[src/design/wbc_pkg.sv]
// Shared types, sizes and codes of the word-break way counter.
`default_nettype none

package wbc_pkg;

  localparam int MAX_PATTERNS    = 64;
  localparam int MAX_PATTERN_LEN = 8;
  localparam int MAX_DESIGN_LEN  = 64;

  localparam int CNT_W  = $clog2(MAX_PATTERNS + 1);
  localparam int ADDR_W = (MAX_PATTERNS > 1) ? $clog2(MAX_PATTERNS) : 1;
  localparam int LEN_W  = $clog2(MAX_PATTERN_LEN + 1);
  localparam int LIDX_W = (MAX_PATTERN_LEN > 1) ? $clog2(MAX_PATTERN_LEN) : 1;
  localparam int DLEN_W = $clog2(MAX_DESIGN_LEN + 1);
  localparam int CMP_W  = (LEN_W > DLEN_W) ? LEN_W : DLEN_W;
  localparam int WAY_W  = 63;
  localparam int TOT_W  = 32;

  typedef enum logic [1:0] {
    CMD_PATTERN = 2'd0,
    CMD_DESIGN  = 2'd1,
    CMD_CLEAR   = 2'd2,
    CMD_NONE    = 2'd3
  } cmd_t;

  typedef enum logic [1:0] {
    ST_IDLE,
    ST_SCAN,
    ST_DUP
  } state_t;

  typedef logic [7:0]                   char_t;
  typedef char_t [MAX_PATTERN_LEN-1:0]  chars_t;
  typedef logic [WAY_W-1:0]             way_t;
  typedef way_t [MAX_PATTERN_LEN-1:0]   hist_t;

  typedef struct packed {
    cmd_t       cmd;
    logic [7:0] ch;
    logic       last;
  } item_t;

  typedef struct packed {
    logic [WAY_W-1:0] way_count;
    logic             possible;
    logic [TOT_W-1:0] possible_designs;
    logic [WAY_W-1:0] all_ways;
    logic             overflow;
  } result_t;

  // Stored pattern: byte 0 is the final character, byte j the one j places earlier.
  typedef struct packed {
    logic [LEN_W-1:0] len;
    chars_t           chars;
  } row_t;

  typedef struct packed {
    logic valid;
    logic hit;
    way_t addend;
  } match_t;

  typedef struct packed {
    logic clr;
    logic add;
    logic fold;
  } accum_ctl_t;

endpackage

`default_nettype wire

[src/design/wbc_pattern_ram.sv]
// Pattern table memory: one row per pattern, registered read.
`default_nettype none

module wbc_pattern_ram (
  input  wire logic                      clk,
  input  wire logic                      wr_en,
  input  wire logic [wbc_pkg::ADDR_W-1:0] wr_addr,
  input  wire wbc_pkg::row_t             wr_row,
  input  wire logic                      rd_en,
  input  wire logic [wbc_pkg::ADDR_W-1:0] rd_addr,
  output wbc_pkg::row_t                  rd_row
);
  import wbc_pkg::*;

  row_t mem [MAX_PATTERNS];

  always_ff @(posedge clk) begin
    if (wr_en) begin
      mem[wr_addr] <= wr_row;
    end
    if (rd_en) begin
      rd_row <= mem[rd_addr];
    end
  end

endmodule

`default_nettype wire

[config.mk]
export PLATFORM = sky130hd
export DESIGN_NAME = wbc_pattern_ram
export DESIGN_NICKNAME = d
export VERILOG_FILES = /design/src/design/wbc_pkg.sv /design/src/design/wbc_pattern_ram.sv
export SDC_FILE = /design/constraint.sdc
export NUM_CORES = 2
export LEC_CHECK = 0
export BUFFER_PORTS_ARGS = -buffer_cell sky130_fd_sc_hd__buf_2
export CAP_MARGIN = 15
export CORE_MARGIN = 2
export CORE_UTILIZATION = 27
export CTS_CLUSTER_DIAMETER = 30
export DETAILED_ROUTE_END_ITERATION = 7
export MAX_ROUTING_LAYER = met4
export PLACE_DENSITY_LB_ADDON = 0.2
export SETUP_SLACK_MARGIN = 0.05
export SYNTH_ARGS = -nofsm -noshare
export SYNTH_HDL_FRONTEND = slang
export SYNTH_MEMORY_MAX_BITS = 65536
export SYNTH_SLANG_ARGS = --single-unit
[constraint.sdc]
create_clock -name clk -period 15.5 [get_ports clk]
set_clock_uncertainty 0.15 [all_clocks]
set_input_delay 2.325 -clock clk [delete_from_list [all_inputs] [get_ports clk]]
set_output_delay 2.325 -clock clk [all_outputs]
set_load 0.01 [all_outputs]
==> key figures <==
Timing
  • Relative slew slack: 10.32%
  • Setup violators final: 0
  • Final hold viol count: 0
  • Final TNS setup: 0 ns
  • Fmax: 0.1713 GHz
  • Least-Margin Pin Slew: 1.333 ns
  • Final Critical Period: 5.839 ns
  • Fin. max-slew vios: 0
  • Tcrit/Tclk final: 37.67%
  • RSZ-0062 raised after global routing: no

Setup path
  • Reg2reg path depth: 4
  • End point of the critical path: rd_row[48]
  • Worst Path Arrival: 6.53 ns
  • Register-to-register setup slack: 13.15 ns
  • RR Endpoint: rd_row[66]
  • Crit Path Category: in -> reg
  • Worst Setup Start Kind: primary input
  • CP max FO: 86
  • First element of the critical path: rd_addr[0]
  • WP data required: 16.19 ns
  • Worst setup EP type: register
  • Reg-to-Reg Start: mem[22][66]

Pwr
  • Seq pwr share: 39.0%
  • Combinational share of power: 3.4%
  • Sw Ratio: 21.70%
  • PwrDens: 163.2 nW/um^2
  • Leakage power: 66.25 nW
  • P_int: 0.02679 W
  • Net Switching: 0.007425 W
  • Clock network power share: 57.5%
  • Worst vdd ir: 0.1138 mV

Finish
  • Final std cells w/o fill: 16940
  • Filler cells: 57170
  • Commonest cells after routing, fill and taps aside: edfxtp_1, mux4_2, clkbuf_16
  • P&R area growth vs syn: 26.16%
  • Share of layout cells above drive strength 1: 34.15%
  • Most common cell after layout, fill and taps aside: edfxtp_1
  • Total Nets Final: 8089

Route
  • DRT iter0 DRCs: 10050
  • Drt pass-1 iters: 5
  • Vias per cell: 5.021
  • Routed Antenna Nets: 0
  • Via Count: 85060
  • Remaining DRCs: 0
  • Wire per inst: 33.55 um
  • Final wirelength: 568400 um

Logic synthesis
  • Syn Area/Cell: 23.48 sq um
  • YS warnings: 0
  • Synth Flop Type: edfxtp_1
  • Async SR Flop Fraction: 0%
  • Post-synth top area share: 79.86%
  • Area leader, netlist: edfxtp_1
  • Synth Cell Area: 166200 sq um
  • Post-synth EDFFs: 4420
  • Ranking of synthesized cells by area: edfxtp_1, mux4_2, o22ai_1
  • Post-synth net total: 7160
  • Synth unique cells: 34
  • Seq/Total Area, Yosys: 79.86%
  • Post-synthesis instance total: 7077
  • Seq cells post-synth: 4420

Global routing
  • First-pass GRT wire length: 765400 um
  • Initial antenna violation count: 94
  • GRT Util Overall: 18.31%
  • Overflow after GRT: 0
  • Vias in the first global route: 87060
  • Largest net degree at the start of global routing: 106

Clock tree
  • PostCTS Resize Cnt: 0
  • Worst skew pair latency: 1.14 ns
  • Num CTS Buffers: 911
  • Root buffer cell: clkbuf_16
  • Hold_buf cts: 0
  • Clk sink count: 4420
  • H-tree levels: 6
  • Worst-path clk slew: 0.05 ns
  • CTS tree: done
  • Post-CTS setup buffer count: 0
  • Maximum buffer depth of the clock tree: 4

Run status
  • Status: complete, no violations

Floorplan
  • Die W: 788.6 um
  • Area of the core: 614000 sq um
  • Die Y: 788.6 um
  • Die area: 621800 sq um
  • # rows: 288
  • Initial Util: 27.07%
  • Ports: 151

Job
  • Max cap viols: 0

Placement
  • Routability-driven placement congestion ratio: 0.7587
  • Detailed Place HPWL: 297600 um
  • Placed cell count: 15200
  • # port buffers: 150

Worst hold path
  • Hold Path Class: reg -> reg
-- per-stage QoR --
stage,hold WS [ns],instance area [sq um],util [%],total power [W],setup WS (ns)
2_1_floorplan,0.6235,166200,-,0.01416,7.334
3_3_place_gp,0.7490,177700,28.94,0.01473,8.224
3_5_place_dp,0.7139,177700,28.94,0.01475,8.357
4_1_cts,0.7171,209300,34.08,0.03449,9.591
5_1_grt,0.7892,209700,34.14,0.03515,9.269
6_report,0.7268,209700,34.15,0.03422,9.661
-- worst max-delay path, cell delays in order --
cell and delay [ns]:
buf_12 0.52, buf_12 0.59, buf_4 0.62, buf_4 0.85, mux4_2 0.62, mux2i_1 0.21
o21ai_0 0.12, o211a_1 0.26
-- power groups by stage --
stage / Clock [W] / Sequential (W) / Combinational (W)
after floorplan: 0 / 0.0135 / 0.000613
after global placement: 0 / 0.0136 / 0.00117
after detailed placement: 0 / 0.0136 / 0.00119
after CTS: 0.0199 / 0.0134 / 0.00119
after global routing: 0.0206 / 0.0133 / 0.00125
final: 0.0197 / 0.0133 / 0.00118
-- area by class of cell --
type | instances | area (sq um) | area share [%]
Antenna cell | 16 | 40.04 | 0.01910
Inverter | 1 | 6.256 | 0.002984
Sequential cell | 4420 | 132700 | 63.30
Clock inverter | 686 | 8274 | 3.946
Tap cell | 8120 | 10160 | 4.846
Multi-Input combinational cell | 2243 | 31870 | 15.20
Timing Repair Buffer | 429 | 3296 | 1.572
Clock buffer | 1026 | 23290 | 11.11
-- routing by layer --
layer  vias to the layer above  global-route usage (%)  share of wire, %
met5                         -                       -                 0
met4                         0                   3.838               2.1
met3                       856                   2.960               6.7
met2                      3568                   29.51                49
met1                     47600                   24.58                42
li1                      33030                       -                 -
-- cell usage after synthesis, drive strengths merged (2+ instances only) --
master and count:
a211oi 108, a21oi 16, a22oi 60, a31oi 12, and2 3, buf 228, clkbuf 185, edfxtp 4420
mux2i 130, mux4 1031, nand2 29, nand2b 9, nand3 30, nand3b 2, nand4 2, nor2 86
nor2b 84, nor3 103, nor4 56, o211a 12, o21ai 12, o221ai 23, o22a 56, o22ai 370
or2 5
-- state kept, by name, summed over array words and instances (netlist names) --
signal,flops
mem,4352
rd_row,68
-- cell families (layout without fill, tap and decap cells) --
logic type      count (synthesis)  after routing  synth area share (%)
other cells                     0             16                     0
mux                          1161           1161                 14.75
buf+inv                       414           2142                 1.327
flops                        4420           4420                 79.86
simple gates                  413            413                 1.287
compound gates                669            669                 2.770
-- how the worst min path moves through the flow --
stage,start,end,slack [ns],cells after the start
after floorplan,mem[1][0],rd_row[0],0.62,5
after global placement,mem[2][23],rd_row[23],0.75,5
after detailed placement,mem[2][23],rd_row[23],0.71,5
after CTS,mem[6][23],rd_row[23],0.72,5
after global routing,mem[6][23],rd_row[23],0.79,5
final,mem[2][23],rd_row[23],0.73,5
Power figures use the tool's default switching activity.
