[src/design/wbc_pkg.sv]
// Shared types, sizes and codes of the word-break way counter.
`default_nettype none

package wbc_pkg;

  localparam int MAX_PATTERNS    = 64;
  localparam int MAX_PATTERN_LEN = 8;
  localparam int MAX_DESIGN_LEN  = 64;

  localparam int CNT_W  = $clog2(MAX_PATTERNS + 1);
  localparam int ADDR_W = (MAX_PATTERNS > 1) ? $clog2(MAX_PATTERNS) : 1;
  localparam int LEN_W  = $clog2(MAX_PATTERN_LEN + 1);
  localparam int LIDX_W = (MAX_PATTERN_LEN > 1) ? $clog2(MAX_PATTERN_LEN) : 1;
  localparam int DLEN_W = $clog2(MAX_DESIGN_LEN + 1);
  localparam int CMP_W  = (LEN_W > DLEN_W) ? LEN_W : DLEN_W;
  localparam int WAY_W  = 63;
  localparam int TOT_W  = 32;

  typedef enum logic [1:0] {
    CMD_PATTERN = 2'd0,
    CMD_DESIGN  = 2'd1,
    CMD_CLEAR   = 2'd2,
    CMD_NONE    = 2'd3
  } cmd_t;

  typedef enum logic [1:0] {
    ST_IDLE,
    ST_SCAN,
    ST_DUP
  } state_t;

  typedef logic [7:0]                   char_t;
  typedef char_t [MAX_PATTERN_LEN-1:0]  chars_t;
  typedef logic [WAY_W-1:0]             way_t;
  typedef way_t [MAX_PATTERN_LEN-1:0]   hist_t;

  typedef struct packed {
    cmd_t       cmd;
    logic [7:0] ch;
    logic       last;
  } item_t;

  typedef struct packed {
    logic [WAY_W-1:0] way_count;
    logic             possible;
    logic [TOT_W-1:0] possible_designs;
    logic [WAY_W-1:0] all_ways;
    logic             overflow;
  } result_t;

  // Stored pattern: byte 0 is the final character, byte j the one j places earlier.
  typedef struct packed {
    logic [LEN_W-1:0] len;
    chars_t           chars;
  } row_t;

  typedef struct packed {
    logic valid;
    logic hit;
    way_t addend;
  } match_t;

  typedef struct packed {
    logic clr;
    logic add;
    logic fold;
  } accum_ctl_t;

endpackage

`default_nettype wire

[src/design/wbc_accum.sv]
// Shared saturating 63-bit adder with the running prefix-sum register.
`default_nettype none

module wbc_accum (
  input  wire logic                clk,
  input  wire wbc_pkg::accum_ctl_t ctl,
  input  wire wbc_pkg::way_t       addend,
  input  wire wbc_pkg::way_t       total,
  output wbc_pkg::way_t            sum,
  output wbc_pkg::way_t            fold_sum
);
  import wbc_pkg::*;

  way_t             opa;
  way_t             opb;
  logic [WAY_W:0]   raw;
  way_t             sat;

  always_comb begin
    opa = ctl.fold ? total : sum;
    opb = ctl.fold ? sum : addend;
    raw = {1'b0, opa} + {1'b0, opb};
    // Both operands stay below 2^63, so a carry out means saturate.
    sat = raw[WAY_W] ? '1 : raw[WAY_W-1:0];
  end

  assign fold_sum = sat;

  always_ff @(posedge clk) begin
    if (ctl.clr) begin
      sum <= '0;
    end else if (ctl.add) begin
      sum <= sat;
    end
  end

endmodule

`default_nettype wire

[config.mk]
export PLATFORM = sky130hd
export DESIGN_NAME = wbc_accum
export DESIGN_NICKNAME = d
export VERILOG_FILES = /design/src/design/wbc_pkg.sv /design/src/design/wbc_accum.sv
export SDC_FILE = /design/constraint.sdc
export NUM_CORES = 1
export LEC_CHECK = 0
export ABC_AREA = 1
export BUFFER_PORTS_ARGS = -buffer_cell sky130_fd_sc_hd__buf_2
export CAP_MARGIN = 20
export CORE_MARGIN = 5
export CORE_UTILIZATION = 50
export DETAILED_ROUTE_END_ITERATION = 12
export HOLD_SLACK_MARGIN = 0.02
export PLACE_DENSITY = 0.84
export SLEW_MARGIN = 20
export SYNTH_ARGS = -nofsm -noshare
export SYNTH_HDL_FRONTEND = slang
export SYNTH_SLANG_ARGS = --single-unit
[constraint.sdc]
create_clock -name clk -period 4.7 [get_ports clk]
set_input_delay 0.235 -clock clk [delete_from_list [all_inputs] [get_ports clk]]
set_output_delay 0.235 -clock clk [all_outputs]
set_load 0.1 [all_outputs]
==> results.md <==
Outcome:
- The flow ran to the end, and the final reports show no timing, DRC or antenna violations.

Floorplan:
- The effective utilization at floorplan is 0.503.
- The total number of placement rows is 52.
- The count of boundary I/O pins is 256.
- After floorplanning, the core was sized to cover roughly 20000 um2.
- In this run the horizontal extent of the chip is around 150 um.
- The floorplan step set the die height to 152 um.
- The die footprint is 23100 um2.

GRT:
- The total congestion overflow is 0.
- The first-pass GRT wire length is 60.1 mm.
- For this run, the total global-route usage over all layers was measured as 0.322.
- The via count of the first global-routing pass is ~11000.
- Entering global routing, the biggest net connects ~110 pins.
- The number of antenna violations at the first check in global routing is 0.

Yosys:
- The post-synth design cell area is 10100 um2.
- For this run, the register share of the synthesized area comes to 0.125.
- By area, the combinational part of the netlist is dominated by simple AND/OR/NAND/NOR gates.
- The count of warnings emitted by yosys is 0.
- Of the total synthesized cell area, the portion taken by full adders, half adders and majority gates is 0.0802.
- The number of enable flip-flop cells after synthesis is 0.
- The area share of and/or/nand/nor cells after synthesis is 0.428.
- In the synthesized netlist, the number of instances is 1986.
- The synthesized netlist net count is approximately 2200.
- In the post-synthesis netlist, the biggest area contributors are sky130_fd_sc_hd__nand2_1, sky130_fd_sc_hd__inv_1, sky130_fd_sc_hd__dfxtp_1, sky130_fd_sc_hd__nor2_1, sky130_fd_sc_hd__ha_1.
- The synthesized-area fraction occupied by ao, oa, aoi and oai cells is 0.146.
- The post-synthesis cell type with the largest combined area is sky130_fd_sc_hd__nand2_1.
- The number of different library cells in the post-synthesis netlist is 34.
- The register bit total from synthesis is 63.
- Of the post-synthesis cell area, the dominant cell type holds 0.253.
- For this run, the leading register cell type out of synthesis is sky130_fd_sc_hd__dfxtp_1.
- The multiplexer share of the synthesized area is 0.
- Of the total synthesized cell area, the portion taken by XOR and XNOR cells is 0.0261.
- After synthesis, the mean cell area works out to 5.07 um2.
- Counting flops with an async set or reset pin after synthesis yields a share of 0.

Route:
- In this run the remaining antenna-violating nets after routing total 0.
- After detailed routing, the average wire length per cell comes to 15.9 um.
- Dividing the detail-routed via count by the number of cells gives around 5.
- After detailed routing, the number of remaining DRC violations is 0.
- The first detailed-routing pass ran for 6 iterations.
- The final layout contains routed wiring with a total length of 39.4 mm.
- The routed via count is 12704.
- The DRC violation total after the first TritonRoute iteration is 1020.

Placed design:
- In this run the tool buffered the top-level ports with roughly 260 buffer cells.
- Once detailed placement completed, the half-perimeter wirelength came to 33.2 mm.
- The congestion estimate from routability-driven global placement came to 0.978.

CTS:
- The clock tree synthesis step divided the H-tree into 3 levels.
- The library cell used as clock root buffer is sky130_fd_sc_hd__clkbuf_16.
- Buffers inserted to repair hold after CTS numbered 0.
- The deepest clock path buffer count is 2.
- The clock-pin slew on the worst setup and hold paths is 0.06 ns.
- Buffers added to address setup during post-CTS repair amount to 0.
- The later pin in the worst-skew pair is clocked with a latency of 0.35 ns.
- TritonCTS built the clock tree.
- The number of clock sinks seen by CTS is 63.
- The number of buffers added by the clock tree synthesis step is 9.
- Gates resized during post-CTS repair numbered 0.

Critical path:
- Of all nets on the critical path, the largest fanout is 107.
- For this run, the slowest stage of the critical path takes 0.54 ns.
- The category of the worst setup path launch point is an input pin.
- The data arrival time of the worst path is 3.98 ns.
- The critical path class is input pin to primary output.
- Counting both buffers and inverters, the worst setup path holds a total of 4.
- The critical path required time is about 4.5 ns.
- The critical path goes through buf_6 > buf_12 > o21ai_0 > ha_1 > nand2_1 > nor2_1 > nand2_1 > nor2_1 > nand2_2 > nand2_2 > nand2_1 > nand3_2 > nor2_1 > inv_1 > buf_2.
- The worst setup path is captured at a primary output.
- On the critical path the largest part of the delay comes from simple AND/OR/NAND/NOR gates.
- On the critical path, the stage with the largest delay is an instance of sky130_fd_sc_hd__buf_6.

STA:
- The setup violation total in the final timing report is 0.
- After routing, the total negative slack on setup checks comes to 0 ns.
- The final worst-path cycle share is 0.898.
- Static timing analysis puts the maximum clock frequency at 0.237 GHz.
- The routed design could run at a clock period as short as 4.22 ns.
- Setup repair after global routing left no endpoint under its margin.
- The count of final hold-check violations is 0.
- For the final database, setup skew stands at 0.00782 ns.
- The transition time at the pin with the least slew margin is 0.815 ns.
- The number of pins with negative max-slew slack in the final report is 0.
- The worst pin sits at a relative slew slack of 0.457.
- Hold is met by 0.378 ns.

Layout:
- The register with the most flip-flops in the layout has 63 of them.
- In the final design database the tool counted between 2000 and 2500 nets.
- The largest registers in the layout are sum: 63 flops.
- Of the cells placed in the final design, the portion with a size suffix greater than 1 is 0.156.
- sum holds more flip-flops than any other register.
- From synthesis to final layout, the design area changed by 17.3%.
- The library cell used most frequently in the layout, excluding fill and tap cells, is sky130_fd_sc_hd__nand2_1.
- The repair_antennas step left the layout with diodes totalling 0.
- In the layout the commonest cells are sky130_fd_sc_hd__nand2_1, sky130_fd_sc_hd__inv_1, sky130_fd_sc_hd__buf_2.

Pwr:
- The worst supply voltage drop on vdd is 438 uV.
- Summed over all cells, the static leakage comes to 0.00737 uW.
- Power spread over the standard cell area amounts to 507 nW/um2.

Hold path:
- In this run the worst hold path is classified as input pin to flop.

Flow run:
- The tool flagged a number of max-cap violations equal to 0.
[kinds of logic (layout without fill, tap and decap cells)]
logic type | count (synthesis) | count (layout)
AO/OA/AOI/OAI | 281 | 281
XOR/XNOR | 30 | 30
adder cells (fa/ha/maj) | 64 | 64
buffers and inverters | 512 | 734
flip-flops | 63 | 63
AND/OR/NAND/NOR | 1036 | 1036
[path summary, 6_finish.rpt]
path,startpoint,end,slack [ns],depth (start not counted)
min,ctl[2],sum[41],0.38,4
max reg2reg,sum[41],sum[25],1.66,13
min reg2reg,sum[56],sum[56],0.54,2
max,ctl[0],fold_sum[32],0.48,15
[layout make-up]
class	instances	area [um2]
Fill cell	2138	8220
Multi-Input combinational cell	1411	6850
Inverter	457	1720
Timing Repair Buffer	264	1390
Sequential cell	63	1260
Tap cell	270	338
Clock buffer	12	267
Clock inverter	1	5.00
[power by group]
part | switching, uW | total [uW] | leakage [uW] | internal, uW
clock | 283 | 675 | 0.000136 | 392
combinational | 3780 | 4650 | 0.00671 | 869
sequential | 50.6 | 664 | 0.000525 | 613
[routing by layer]
metal	routed length, um	GRT usage	up-vias
li1	-	-	6441
met1	17400	0.442	5646
met2	17500	0.529	559
met3	3540	0.0478	58
met4	944	0.0835	0
met5	0	0	-
[stage by stage]
step                cells  cell area (um2)  total power (uW)  utilization  setup slack, ns
floorplan            1986            10100              4430            -            0.769
global placement     2465            11600              5240        0.576            0.779
detailed placement   2465            11600              5280        0.576            0.647
CTS                  2478            11800              5960        0.590            0.646
global route         2478            11800              6290        0.590            0.333
finish               2478            11800              5990        0.590            0.480
[synthesized netlist by cell type, types with 3 or more instances]
master	count
sky130_fd_sc_hd__o21ai_0	117
sky130_fd_sc_hd__xor2_1	29
sky130_fd_sc_hd__nand3_1	63
sky130_fd_sc_hd__nand2_2	12
sky130_fd_sc_hd__nor4_1	3
sky130_fd_sc_hd__a31oi_1	11
sky130_fd_sc_hd__nand3_2	16
sky130_fd_sc_hd__clkinv_1	4
sky130_fd_sc_hd__a21oi_1	135
sky130_fd_sc_hd__nand3_4	9
sky130_fd_sc_hd__dfxtp_1	63
sky130_fd_sc_hd__o21ai_1	7
sky130_fd_sc_hd__buf_4	3
sky130_fd_sc_hd__nand2_1	678
sky130_fd_sc_hd__clkbuf_1	43
sky130_fd_sc_hd__nand4_1	19
sky130_fd_sc_hd__o21ai_2	3
sky130_fd_sc_hd__ha_1	63
sky130_fd_sc_hd__inv_1	435
sky130_fd_sc_hd__nor2_1	219
sky130_fd_sc_hd__a21oi_2	6
sky130_fd_sc_hd__buf_1	5
sky130_fd_sc_hd__nor3_1	13
sky130_fd_sc_hd__inv_2	18
[worst reg2reg max path: stages (launching register included)]
cell and delay [ns]:
sky130_fd_sc_hd__dfxtp_1 0.31, sky130_fd_sc_hd__inv_1 0.08, sky130_fd_sc_hd__o21ai_0 0.08, sky130_fd_sc_hd__ha_1 0.48
sky130_fd_sc_hd__nand2_2 0.12, sky130_fd_sc_hd__inv_2 0.07, sky130_fd_sc_hd__nand2_1 0.11, sky130_fd_sc_hd__nor2_1 0.38
sky130_fd_sc_hd__nand2_1 0.20, sky130_fd_sc_hd__nor3_2 0.27, sky130_fd_sc_hd__nand2_1 0.11, sky130_fd_sc_hd__nand3_2 0.44
sky130_fd_sc_hd__nor2_1 0.14, sky130_fd_sc_hd__a21oi_1 0.18
No activity file was read; power rests on OpenSTA's default activity.
