<file path="config.mk">
export PLATFORM = sky130hd
export DESIGN_NAME = wbc_match_unit
export DESIGN_NICKNAME = d
export VERILOG_FILES = /design/src/design/wbc_pkg.sv /design/src/design/wbc_match_unit.sv
export SDC_FILE = /design/constraint.sdc
export NUM_CORES = 1
export LEC_CHECK = 0
export BUFFER_PORTS_ARGS = -buffer_cell sky130_fd_sc_hd__buf_2
export CELL_PAD_IN_SITES_DETAIL_PLACEMENT = 1
export CELL_PAD_IN_SITES_GLOBAL_PLACEMENT = 1
export CORE_AREA = 3 3 280 282
export CTS_CLUSTER_DIAMETER = 120
export DETAILED_ROUTE_END_ITERATION = 10
export DIE_AREA = 0 0 283 285
export HOLD_SLACK_MARGIN = 0.06
export PLACE_DENSITY_LB_ADDON = 0.1
export SYNTH_ARGS = -nofsm -noshare
export SYNTH_HDL_FRONTEND = slang
export SYNTH_SLANG_ARGS = --single-unit
</file>
<file path="constraint.sdc">
create_clock -name clk -period 5.5 [get_ports clk]
set_input_delay 0.825 -clock clk [delete_from_list [all_inputs] [get_ports clk]]
set_output_delay 0.825 -clock clk [all_outputs]
set_load 0.05 [all_outputs]
</file>
<file path="src/design/wbc_pkg.sv">
// Shared types, sizes and codes of the word-break way counter.
`default_nettype none

package wbc_pkg;

  localparam int MAX_PATTERNS    = 64;
  localparam int MAX_PATTERN_LEN = 8;
  localparam int MAX_DESIGN_LEN  = 64;

  localparam int CNT_W  = $clog2(MAX_PATTERNS + 1);
  localparam int ADDR_W = (MAX_PATTERNS > 1) ? $clog2(MAX_PATTERNS) : 1;
  localparam int LEN_W  = $clog2(MAX_PATTERN_LEN + 1);
  localparam int LIDX_W = (MAX_PATTERN_LEN > 1) ? $clog2(MAX_PATTERN_LEN) : 1;
  localparam int DLEN_W = $clog2(MAX_DESIGN_LEN + 1);
  localparam int CMP_W  = (LEN_W > DLEN_W) ? LEN_W : DLEN_W;
  localparam int WAY_W  = 63;
  localparam int TOT_W  = 32;

  typedef enum logic [1:0] {
    CMD_PATTERN = 2'd0,
    CMD_DESIGN  = 2'd1,
    CMD_CLEAR   = 2'd2,
    CMD_NONE    = 2'd3
  } cmd_t;

  typedef enum logic [1:0] {
    ST_IDLE,
    ST_SCAN,
    ST_DUP
  } state_t;

  typedef logic [7:0]                   char_t;
  typedef char_t [MAX_PATTERN_LEN-1:0]  chars_t;
  typedef logic [WAY_W-1:0]             way_t;
  typedef way_t [MAX_PATTERN_LEN-1:0]   hist_t;

  typedef struct packed {
    cmd_t       cmd;
    logic [7:0] ch;
    logic       last;
  } item_t;

  typedef struct packed {
    logic [WAY_W-1:0] way_count;
    logic             possible;
    logic [TOT_W-1:0] possible_designs;
    logic [WAY_W-1:0] all_ways;
    logic             overflow;
  } result_t;

  // Stored pattern: byte 0 is the final character, byte j the one j places earlier.
  typedef struct packed {
    logic [LEN_W-1:0] len;
    chars_t           chars;
  } row_t;

  typedef struct packed {
    logic valid;
    logic hit;
    way_t addend;
  } match_t;

  typedef struct packed {
    logic clr;
    logic add;
    logic fold;
  } accum_ctl_t;

endpackage

`default_nettype wire

</file>
<file path="src/design/wbc_match_unit.sv">
// Compare stage: one stored pattern against the newest characters, registered.
`default_nettype none

module wbc_match_unit (
  input  wire logic                      clk,
  input  wire logic                      rst,
  input  wire logic                      in_valid,
  input  wire logic                      dup_mode,
  input  wire wbc_pkg::row_t             row,
  input  wire wbc_pkg::chars_t           window,
  input  wire logic [wbc_pkg::LEN_W-1:0]  ref_len,
  input  wire logic [wbc_pkg::DLEN_W-1:0] depth,
  input  wire wbc_pkg::hist_t            hist,
  output wbc_pkg::match_t                match
);
  import wbc_pkg::*;

  logic [MAX_PATTERN_LEN-1:0] byte_ok;
  logic                       chars_eq;
  logic                       len_ok;
  logic                       hit;
  logic [LIDX_W-1:0]          lidx;
  logic                       valid;
  logic                       hit_q;
  way_t                       addend;

  always_comb begin
    for (int j = 0; j < MAX_PATTERN_LEN; j++) begin
      byte_ok[j] = (LEN_W'(j) >= row.len) || (row.chars[j] == window[j]);
    end
    chars_eq = &byte_ok;
    if (dup_mode) begin
      len_ok = (row.len == ref_len);
    end else begin
      len_ok = (row.len != '0) && (CMP_W'(row.len) <= CMP_W'(depth));
    end
    hit  = chars_eq && len_ok;
    lidx = LIDX_W'(row.len - LEN_W'(1));
  end

  always_ff @(posedge clk) begin
    if (rst) begin
      valid <= 1'b0;
    end else begin
      valid <= in_valid;
    end
  end

  always_ff @(posedge clk) begin
    hit_q  <= hit;
    addend <= (hit && !dup_mode) ? hist[lidx] : '0;
  end

  assign match = '{valid: valid, hit: hit_q, addend: addend};

endmodule

`default_nettype wire

</file>
==> out/results.ini, run 1 <==
[drt]
avgRoutedWirePerCell_um = 21.2
drtPass1Iterations = 4
avgViaCountPerCell = 4.00
drc = 0
first_iter_violations = 285
vias = 10700
routed_wl_mm = 56.7
final_antenna_net_count = 0

[sta]
relSlewSlack_pct = 27.1
max_clock_freq_mhz = 286
finalSetupViolCount = 0
fin_tns_setup_ns = 0
rsz0062_at_grt = no
worst_pin_slew_ns = 1.09
fin_crit_sh_pct = 63.5
whs_ns = 0.613
slew_viol_final = 0
fin_crit_ns = 3.49
finalHoldViolations = 0

[clocking]
cts_resized = 0
cts_max_level = 3
cts_setup_buffers = 0
clkSlewWorstSetupHoldPaths_ns = 0.06
cts_tree = built
cts_root_buf = clkbuf_16
numCtsBuffers = 9
clk_path_buf_depth = 2
hold_buffers = 0
cts_sinks = 65

[placed_design]
place_area_um2 = 13200
port_buffers = 715
gp_congestion = 0.811
place_inst = 2662
dpl.hpwl_mm = 46.1

[finish]
fill_cells = 9158
layout.nets = 2302
regArea_um2 = 1300
stdcell_area_um2 = 13500
multi_input_area_um2 = 6730
instances_no_fill = 2682
syn_to_final_growth_pct = 58.3
final_util_pct = 17.8
drive_gt1_share_pct = 50.4

[min_path]
min_path_type = in2reg
min_from = rst

[setup_path]
startpoint = row[64]
end_kind = flip-flop
crit_type = in2reg
cp_max_fo = 66
critical_path_required_ns = 5.71
critPathLaunchType = input port
crit_arrival_ns = 3.71

[global_route]
antenna_found_initial = 7
use_met2_pct = 26.2
grt_pass1_wl_mm = 82.3
grt_overflow = 0
gr-usage-met1_pct = 14.5
grt_max_degree = 70
grt_usage_pct = 13.5
grt-busiest-layer = met2
first_global_vias = 12100
gr-usage-met3_pct = 3.97

[floorplan]
dieArea_um2 = 80700
dieHeight_um = 285
io_pins = 716
coreArea_um2 = 75900
die_x_um = 283
start_util_pct = 11.2
rows = 101

[synthesis]
ys_warn_count = 0
syn_avg_cell_area_um2 = 8.45
synth_area_um2 = 8540
synthArstFlopShare_pct = 0
ys_ff_latch = 65
yosysSeqAreaShare_pct = 15.2
synthCells = 1011
synth-edff-count = 0
synth_fp_nets = 1670
ys.flop_type = dfxtp_1
ys_types = 32

[job]
cap_viol_max_count = 0

[pwr]
powerDensity_nw_per_um2 = 152
ir_drop_mv = 0.120
leakagePower_nw = 6.09

[status]
status = finished clean

-- layer usage --
layer / up-vias / part of all wire (%)
met2: 394 / 55
met5: - / 0.048
met1: 5163 / 38
met3: 26 / 6.2
li1: 5142 / -
met4: 4 / 0.91
-- worst max-delay path: stages --
cell and delay [ns]:
buf_4 0.58, inv_4 0.13, ha_4 0.60, buf_12 0.28, buf_12 0.31, mux2i_1 0.23
nand3_1 0.16, and4_1 0.29, nand4b_1 0.10, nor4_2 0.05
-- layout make-up --
| type | instances | area share, % |
|---|---|---|
| Sequential cell | 65 | 9.63 |
| Inverter | 6 | 0.185 |
| Tap cell | 1030 | 9.53 |
| Clock buffer | 9 | 1.67 |
| Antenna cell | 4 | 0.0741 |
| Timing Repair Buffer | 745 | 28.8 |
| Multi-Input combinational cell | 816 | 49.8 |
| Clock inverter | 7 | 0.352 |
-- worst paths after layout --
kind               endpoint  slack [ns]  cells past startpoint
setup / recovery  addend[8]        2.01                     10
hold / removal        valid        0.61                      2
-- sequential cells by signal, indices dropped and copies added, names as in the netlist --
signal / flops
hit_q: 1
valid: 1
addend: 63
-- cells in the mapped netlist (8+ instances only) --
cell type	n	share of area (%)
a21oi_1	8	0.47
and4_1	63	6.5
buf_1	11	0.48
buf_2	34	2.0
clkbuf_1	69	3.0
dfxtp_1	65	15
ha_1	8	1.2
mux2i_1	252	30
nand3_1	253	15
nand4_1	9	0.66
nand4b_1	63	6.5
nor4_1	13	0.95
nor4_2	60	8.8
xnor2_1	34	3.5
xor2_1	36	3.7
-- cell usage in the layout, fill, tap and decap left out, types with 2 or more instances in the layout --
cell type and count:
and4_1 63, nand2_1 2, nor4_1 13, buf_4 24, nor3_1 2, nand4_1 9
a21oi_1 7, nor2b_1 4, nand4b_1 63, nand3_1 253, diode_2 4, clkinvlp_4 5
mux2i_1 252, nor4_2 60, dfxtp_1 65, xor2_1 35, clkinv_2 2, clkbuf_16 9
xnor2_1 33, buf_2 714, buf_12 7, ha_1 7, inv_1 5
-- where the power goes --
group / internal [mW] / switching, mW / leakage (nW)
clock: 0.304 / 0.279 / 0.119
sequential: 0.471 / 0.0000735 / 0.523
combinational: 0.466 / 0.539 / 5.45
total: 1.24 / 0.818 / 6.09
-- stage by stage --
| step | setup WS (ns) | power, mW |
|---|---|---|
| finish | 2.01 | 2.06 |
| global route | 1.79 | 2.23 |
| CTS | 1.96 | 2.14 |
| detailed placement | 1.53 | 1.52 |
| global placement | 1.58 | 1.51 |
| floorplan | 2.55 | 1.04 |
-- kinds of logic (layout without fill, tap and decap cells) --
group / count (synthesis) / in the layout / share of synthesized area, %
flops: 65 / 65 / 15.2
simple gates: 472 / 472 / 38.9
buf+inv: 130 / 767 / 6.93
compound gates: 14 / 14 / 1.07
xor+xnor: 70 / 70 / 7.18
mux: 252 / 252 / 29.5
other cells: 0 / 4 / 0
fa+ha+maj: 8 / 8 / 1.17
No activity file was read; power rests on OpenSTA's default activity.
==> inputs of run 2 (changes only) <==
--- a/config.mk
+++ b/config.mk
@@ -8,10 +8,10 @@
 export BUFFER_PORTS_ARGS = -buffer_cell sky130_fd_sc_hd__buf_2
 export CELL_PAD_IN_SITES_DETAIL_PLACEMENT = 1
 export CELL_PAD_IN_SITES_GLOBAL_PLACEMENT = 1
-export CORE_AREA = 3 3 280 282
+export CORE_AREA = 3 3 282 284
 export CTS_CLUSTER_DIAMETER = 120
 export DETAILED_ROUTE_END_ITERATION = 10
-export DIE_AREA = 0 0 283 285
+export DIE_AREA = 0 0 285 287
 export HOLD_SLACK_MARGIN = 0.06
 export PLACE_DENSITY_LB_ADDON = 0.1
 export SYNTH_ARGS = -nofsm -noshare
==> constraint.sdc (replaced) <==
create_clock -name clk -period 3.4 [get_ports clk]
set_input_delay 0.51 -clock clk [delete_from_list [all_inputs] [get_ports clk]]
set_output_delay 0.51 -clock clk [all_outputs]
set_load 0.05 [all_outputs]
==> out/results.ini, run 2 (synthesis gave the netlist of run 1 again) <==
[sta]
max_clock_freq_mhz = 419
worst_slack_ns = 1.01
finalSetupViolCount = 0
whs_ns = 0.282
fin_crit_ns = 2.39
slew_viol_final = 0
finalHoldViolations = 0
fin_tns_setup_ns = 0
rsz0062_at_grt = no
fin_crit_sh_pct = 70.2
worst_pin_slew_ns = 1.27
relSlewSlack_pct = 15.0

[global_route]
grt_max_degree = 68
grt_overflow = 0
grt_usage_pct = 13.3
first_global_vias = 12100
antenna_found_initial = 8
grt_pass1_wl_mm = 81.6

[finish]
syn_to_final_growth_pct = 60.1
regMostFlops = addend
layout.nets = 2308
final_common_cell = buf_2
drive_gt1_share_pct = 50.4
instances_no_fill = 2696
fill_cells = 9413
largest_register_ff_count = 63
reg.largest.list = addend (63), hit_q (1), valid (1)
mostFrequentLayoutCells = 714 x buf_2, 253 x nand3_1, 252 x mux2i_1

[placed_design]
dpl_worst_slack_ns = 0.566
place_inst = 2678
dpl.hpwl_mm = 46.1
gp_congestion = 0.835
port_buffers = 715

[pwr]
power_frac_seq_pct = 21.3
switching_share_pct = 37.1
powerDensity_nw_per_um2 = 261
ir_drop_mv = 0.166
p_switching_mw = 1.33
leakagePower_nw = 6.18
finalPower_mw = 3.57
p_clk_share_pct = 32.5
p_comb_share_pct = 46.2
intPower_mw = 2.25

[drt]
first_iter_violations = 267
vias = 10700
drc = 0
drtPass1Iterations = 4
avgViaCountPerCell = 3.99
routed_wl_mm = 57.1
avgRoutedWirePerCell_um = 21.2
final_antenna_net_count = 0

[clocking]
hold_buffers = 0
numCtsBuffers = 9
clkSlewWorstSetupHoldPaths_ns = 0.07
cts_resized = 0
cts_root_buf = clkbuf_16
cts_sinks = 65
cts_max_level = 3
clk_path_buf_depth = 2
cts_tree = built
cts_setup_buffers = 0

[job]
cap_viol_max_count = 0

[setup_path]
crit_type = in2reg
end_kind = flip-flop
critPathLaunchType = input port
crit_arrival_ns = 2.58
cp_max_fo = 43
critical_path_required_ns = 3.60

[min_path]
min_path_type = in2reg

[floorplan]
die_x_um = 285
start_util_pct = 11.0
rows = 102
coreArea_um2 = 77300
io_pins = 716
dieHeight_um = 287
dieArea_um2 = 81800

[status]
status = finished clean

==> run 2: worst paths after layout <==
check                from         end  slack (ns)  depth (start not counted)
setup / recovery  row[65]  addend[55]        1.01                         10
hold / removal        rst       valid        0.28                          2
==> run 2: metrics by stage <==
| stage | utilization, % | cell area (um^2) |
|---|---|---|
| CTS | 17.7 | 13700 |
| global placement | 17.2 | 13300 |
| finish | 17.7 | 13700 |
| global route | 17.7 | 13700 |
| detailed placement | 17.2 | 13300 |
| floorplan | - | 8540 |
==> run 2: power by group through the flow <==
stage / Combinational, mW / Sequential, mW / Clock, mW
after floorplan: 0.905 / 0.779 / 0
after global placement: 1.70 / 0.779 / 0
after detailed placement: 1.69 / 0.779 / 0
after CTS: 1.70 / 0.761 / 1.24
after global routing: 1.82 / 0.761 / 1.26
final: 1.65 / 0.762 / 1.16
==> run 2: per-layer routing <==
metal  share of wire, %  GRT usage (%)  vias up  wire length [um]
met1                 39           14.8     5148             22000
met3                6.5           3.35       33              3720
li1                   -              -     5156                 -
met5              0.023              0        -                13
met2                 54           25.4      409             30600
met4                1.4           2.98        2               787
==> run 2: cell type report <==
| cell class | count | area, um^2 | area share, % |
|---|---|---|---|
| clock buffer | 11 | 233 | 1.70 |
| antenna | 2 | 5.00 | 0.0366 |
| clock inverter | 5 | 104 | 0.760 |
| timing repair buffer | 751 | 3980 | 29.1 |
| inverter | 6 | 25.0 | 0.183 |
| sequential | 65 | 1300 | 9.52 |
| multi-input combinational | 816 | 6730 | 49.2 |
| tap | 1040 | 1300 | 9.52 |
==> run 2: critical path, stage by stage <==
cell and delay [ns]:
buf_2 0.16, inv_1 0.13, ha_4 0.33, buf_12 0.26, buf_4 0.31, mux2i_1 0.27, nand3_1 0.10, and4_1 0.25
nand4b_1 0.11, nor4_2 0.04
==> inputs of run 3 (changes only) <==
--- a/config.mk
+++ b/config.mk
@@ -8,10 +8,10 @@
 export BUFFER_PORTS_ARGS = -buffer_cell sky130_fd_sc_hd__buf_2
 export CELL_PAD_IN_SITES_DETAIL_PLACEMENT = 1
 export CELL_PAD_IN_SITES_GLOBAL_PLACEMENT = 1
-export CORE_AREA = 3 3 282 284
+export CORE_AREA = 3 3 281 283
 export CTS_CLUSTER_DIAMETER = 120
 export DETAILED_ROUTE_END_ITERATION = 10
-export DIE_AREA = 0 0 285 287
+export DIE_AREA = 0 0 284 286
 export HOLD_SLACK_MARGIN = 0.06
 export PLACE_DENSITY_LB_ADDON = 0.1
 export SYNTH_ARGS = -nofsm -noshare
==> constraint.sdc (replaced) <==
create_clock -name clk -period 1.9 [get_ports clk]
set_input_delay 0.285 -clock clk [delete_from_list [all_inputs] [get_ports clk]]
set_output_delay 0.285 -clock clk [all_outputs]
set_load 0.05 [all_outputs]
==> out/results.ini, run 3 (synthesis gave the netlist of run 1 again) <==
[status]
status = finished, violations left
violations = setup timing

[clocking]
clkSlewWorstSetupHoldPaths_ns = 0.07
cts_sinks = 65
clk_path_buf_depth = 2
cts_tree = built
numCtsBuffers = 9
cts_root_buf = clkbuf_16
cts_max_level = 3

[sta]
slew_viol_final = 0
relSlewSlack_pct = 42.1
max_clock_freq_mhz = 513
worst_slack_ns = -0.0496
fin_crit_sh_pct = 103
fin_tns_setup_ns = -0.610
rsz0062_at_grt = yes
finalSetupViolCount = 28
worst_pin_slew_ns = 0.867
finalHoldViolations = 0
fin_crit_ns = 1.95

[global_route]
antenna_found_initial = 3
grt_pass1_wl_mm = 84.7
first_global_vias = 12600
grt_usage_pct = 14.1
grt_overflow = 0
grt_max_degree = 69

[pwr]
finalPower_mw = 6.88
powerDensity_nw_per_um2 = 431
leakagePower_nw = 7.26
ir_drop_mv = 0.314

[floorplan]
dieHeight_um = 286
die_x_um = 284
start_util_pct = 11.1
rows = 102
io_pins = 716
dieArea_um2 = 81200
coreArea_um2 = 77000

[drt]
vias = 11300
final_antenna_net_count = 0
routed_wl_mm = 61.0
avgViaCountPerCell = 3.96
drtPass1Iterations = 4
first_iter_violations = 247
drc = 0
avgRoutedWirePerCell_um = 21.4

[setup_path]
crit_slowest_cell = or4_4
end_kind = flip-flop
cp_max_fo = 15
critPathLaunchType = input port
path_cells = buf_2 -> xor2_1 -> nor4_1 -> a21oi_1 -> or4_4 -> buf_12 -> buf_16 -> nor4_4
crit_type = in2reg
slowest_delay_ns = 0.59
critical_path_required_ns = 2.17
crit_arrival_ns = 2.22

[finish]
final_common_cell = buf_2
layout.nets = 2458
reg.largest.list = addend (63), hit_q (1), valid (1)
syn_to_final_growth_pct = 87.0
largest_register_ff_count = 63
regMostFlops = addend
mostFrequentLayoutCells = 707 x buf_2, 253 x nand3_1, 226 x mux2i_1
instances_no_fill = 2845
drive_gt1_share_pct = 57.3

[placed_design]
dpl.hpwl_mm = 49.8
port_buffers = 715
dpl_worst_slack_ns = -0.788
place_inst = 2801
gp_congestion = 0.853

[job]
cap_viol_max_count = 0

[min_path]
holdPathStages = 2
whs_endpoint = valid
min_path_type = in2reg
min_from = in_valid

[run 3: changes by cell type in the layout (fill, tap and decap cells not counted), sizes merged]
| cell | previous run | this run |
|---|---|---|
| dlygate4sd3 | 0 | 1 |
| diode | 2 | 3 |
| clkbuf | 11 | 13 |
| buf | 751 | 898 |
| clkinvlp | 0 | 1 |
| bufinv | 3 | 0 |
[run 3: critical path: cells and delay by family]
| family | cells | cell delay [ns] |
|---|---|---|
| AND/OR/NAND/NOR | 3 | 1.14 |
| buffers and inverters | 3 | 0.46 |
| XOR/XNOR | 1 | 0.15 |
| AO/OA/AOI/OAI | 1 | 0.14 |
[run 3: cell type report]
class	instances	area, um^2
antenna	3	7.51
clock buffer	11	253
clock inverter	3	17.5
fill	9200	61000
inverter	6	41.3
multi-input combinational	816	7330
sequential	65	1300
tap	1040	1300
timing repair buffer	901	5710
[run 3: how the worst max path moves through the flow]
stage                    start  slack (ns)         end
CTS                    row[64]     0.00009  addend[62]
global placement       row[65]       -0.81  addend[31]
detailed placement     row[65]       -0.79  addend[31]
finish              window[40]       -0.05  addend[52]
floorplan            window[6]       -0.02  addend[50]
global route           row[42]       -0.12  addend[51]
[run 3: where the power goes]
part	total, mW	internal (mW)	switching [mW]
clock network	1.69	0.937	0.750
logic	3.83	1.97	1.86
registers	1.36	1.36	0.000186
[run 3: per-stage QoR]
| step | util (%) | hold WS [ns] | area [um^2] |
|---|---|---|---|
| 6_report | 20.7 | 0.146 | 16000 |
| 5_1_grt | 20.7 | 0.133 | 16000 |
| 4_1_cts | 20.1 | 0.107 | 15400 |
| 3_5_place_dp | 18.9 | 0.455 | 14500 |
| 3_3_place_gp | 18.9 | 0.446 | 14500 |
| 2_1_floorplan | - | 0.357 | 8920 |
[run 3: repair_timing]
| item | CTS | global route |
|---|---|---|
| buffers inserted | 12 | 8 |
| setup endpoints to repair | 61 | 63 |
| pin swaps | 13 | 25 |
| hold buffers | 1 | 0 |
| endpoints found under the hold margin | 1 | 0 |
| gates cloned | 7 | 2 |
| gates resized for setup | 63 | 75 |
[run 3: metal layers]
layer,share of wire [%],global-route usage [%]
met1,40,16.3
met4,1.1,2.91
met3,4.8,2.59
met5,0,0
met2,54,27.0
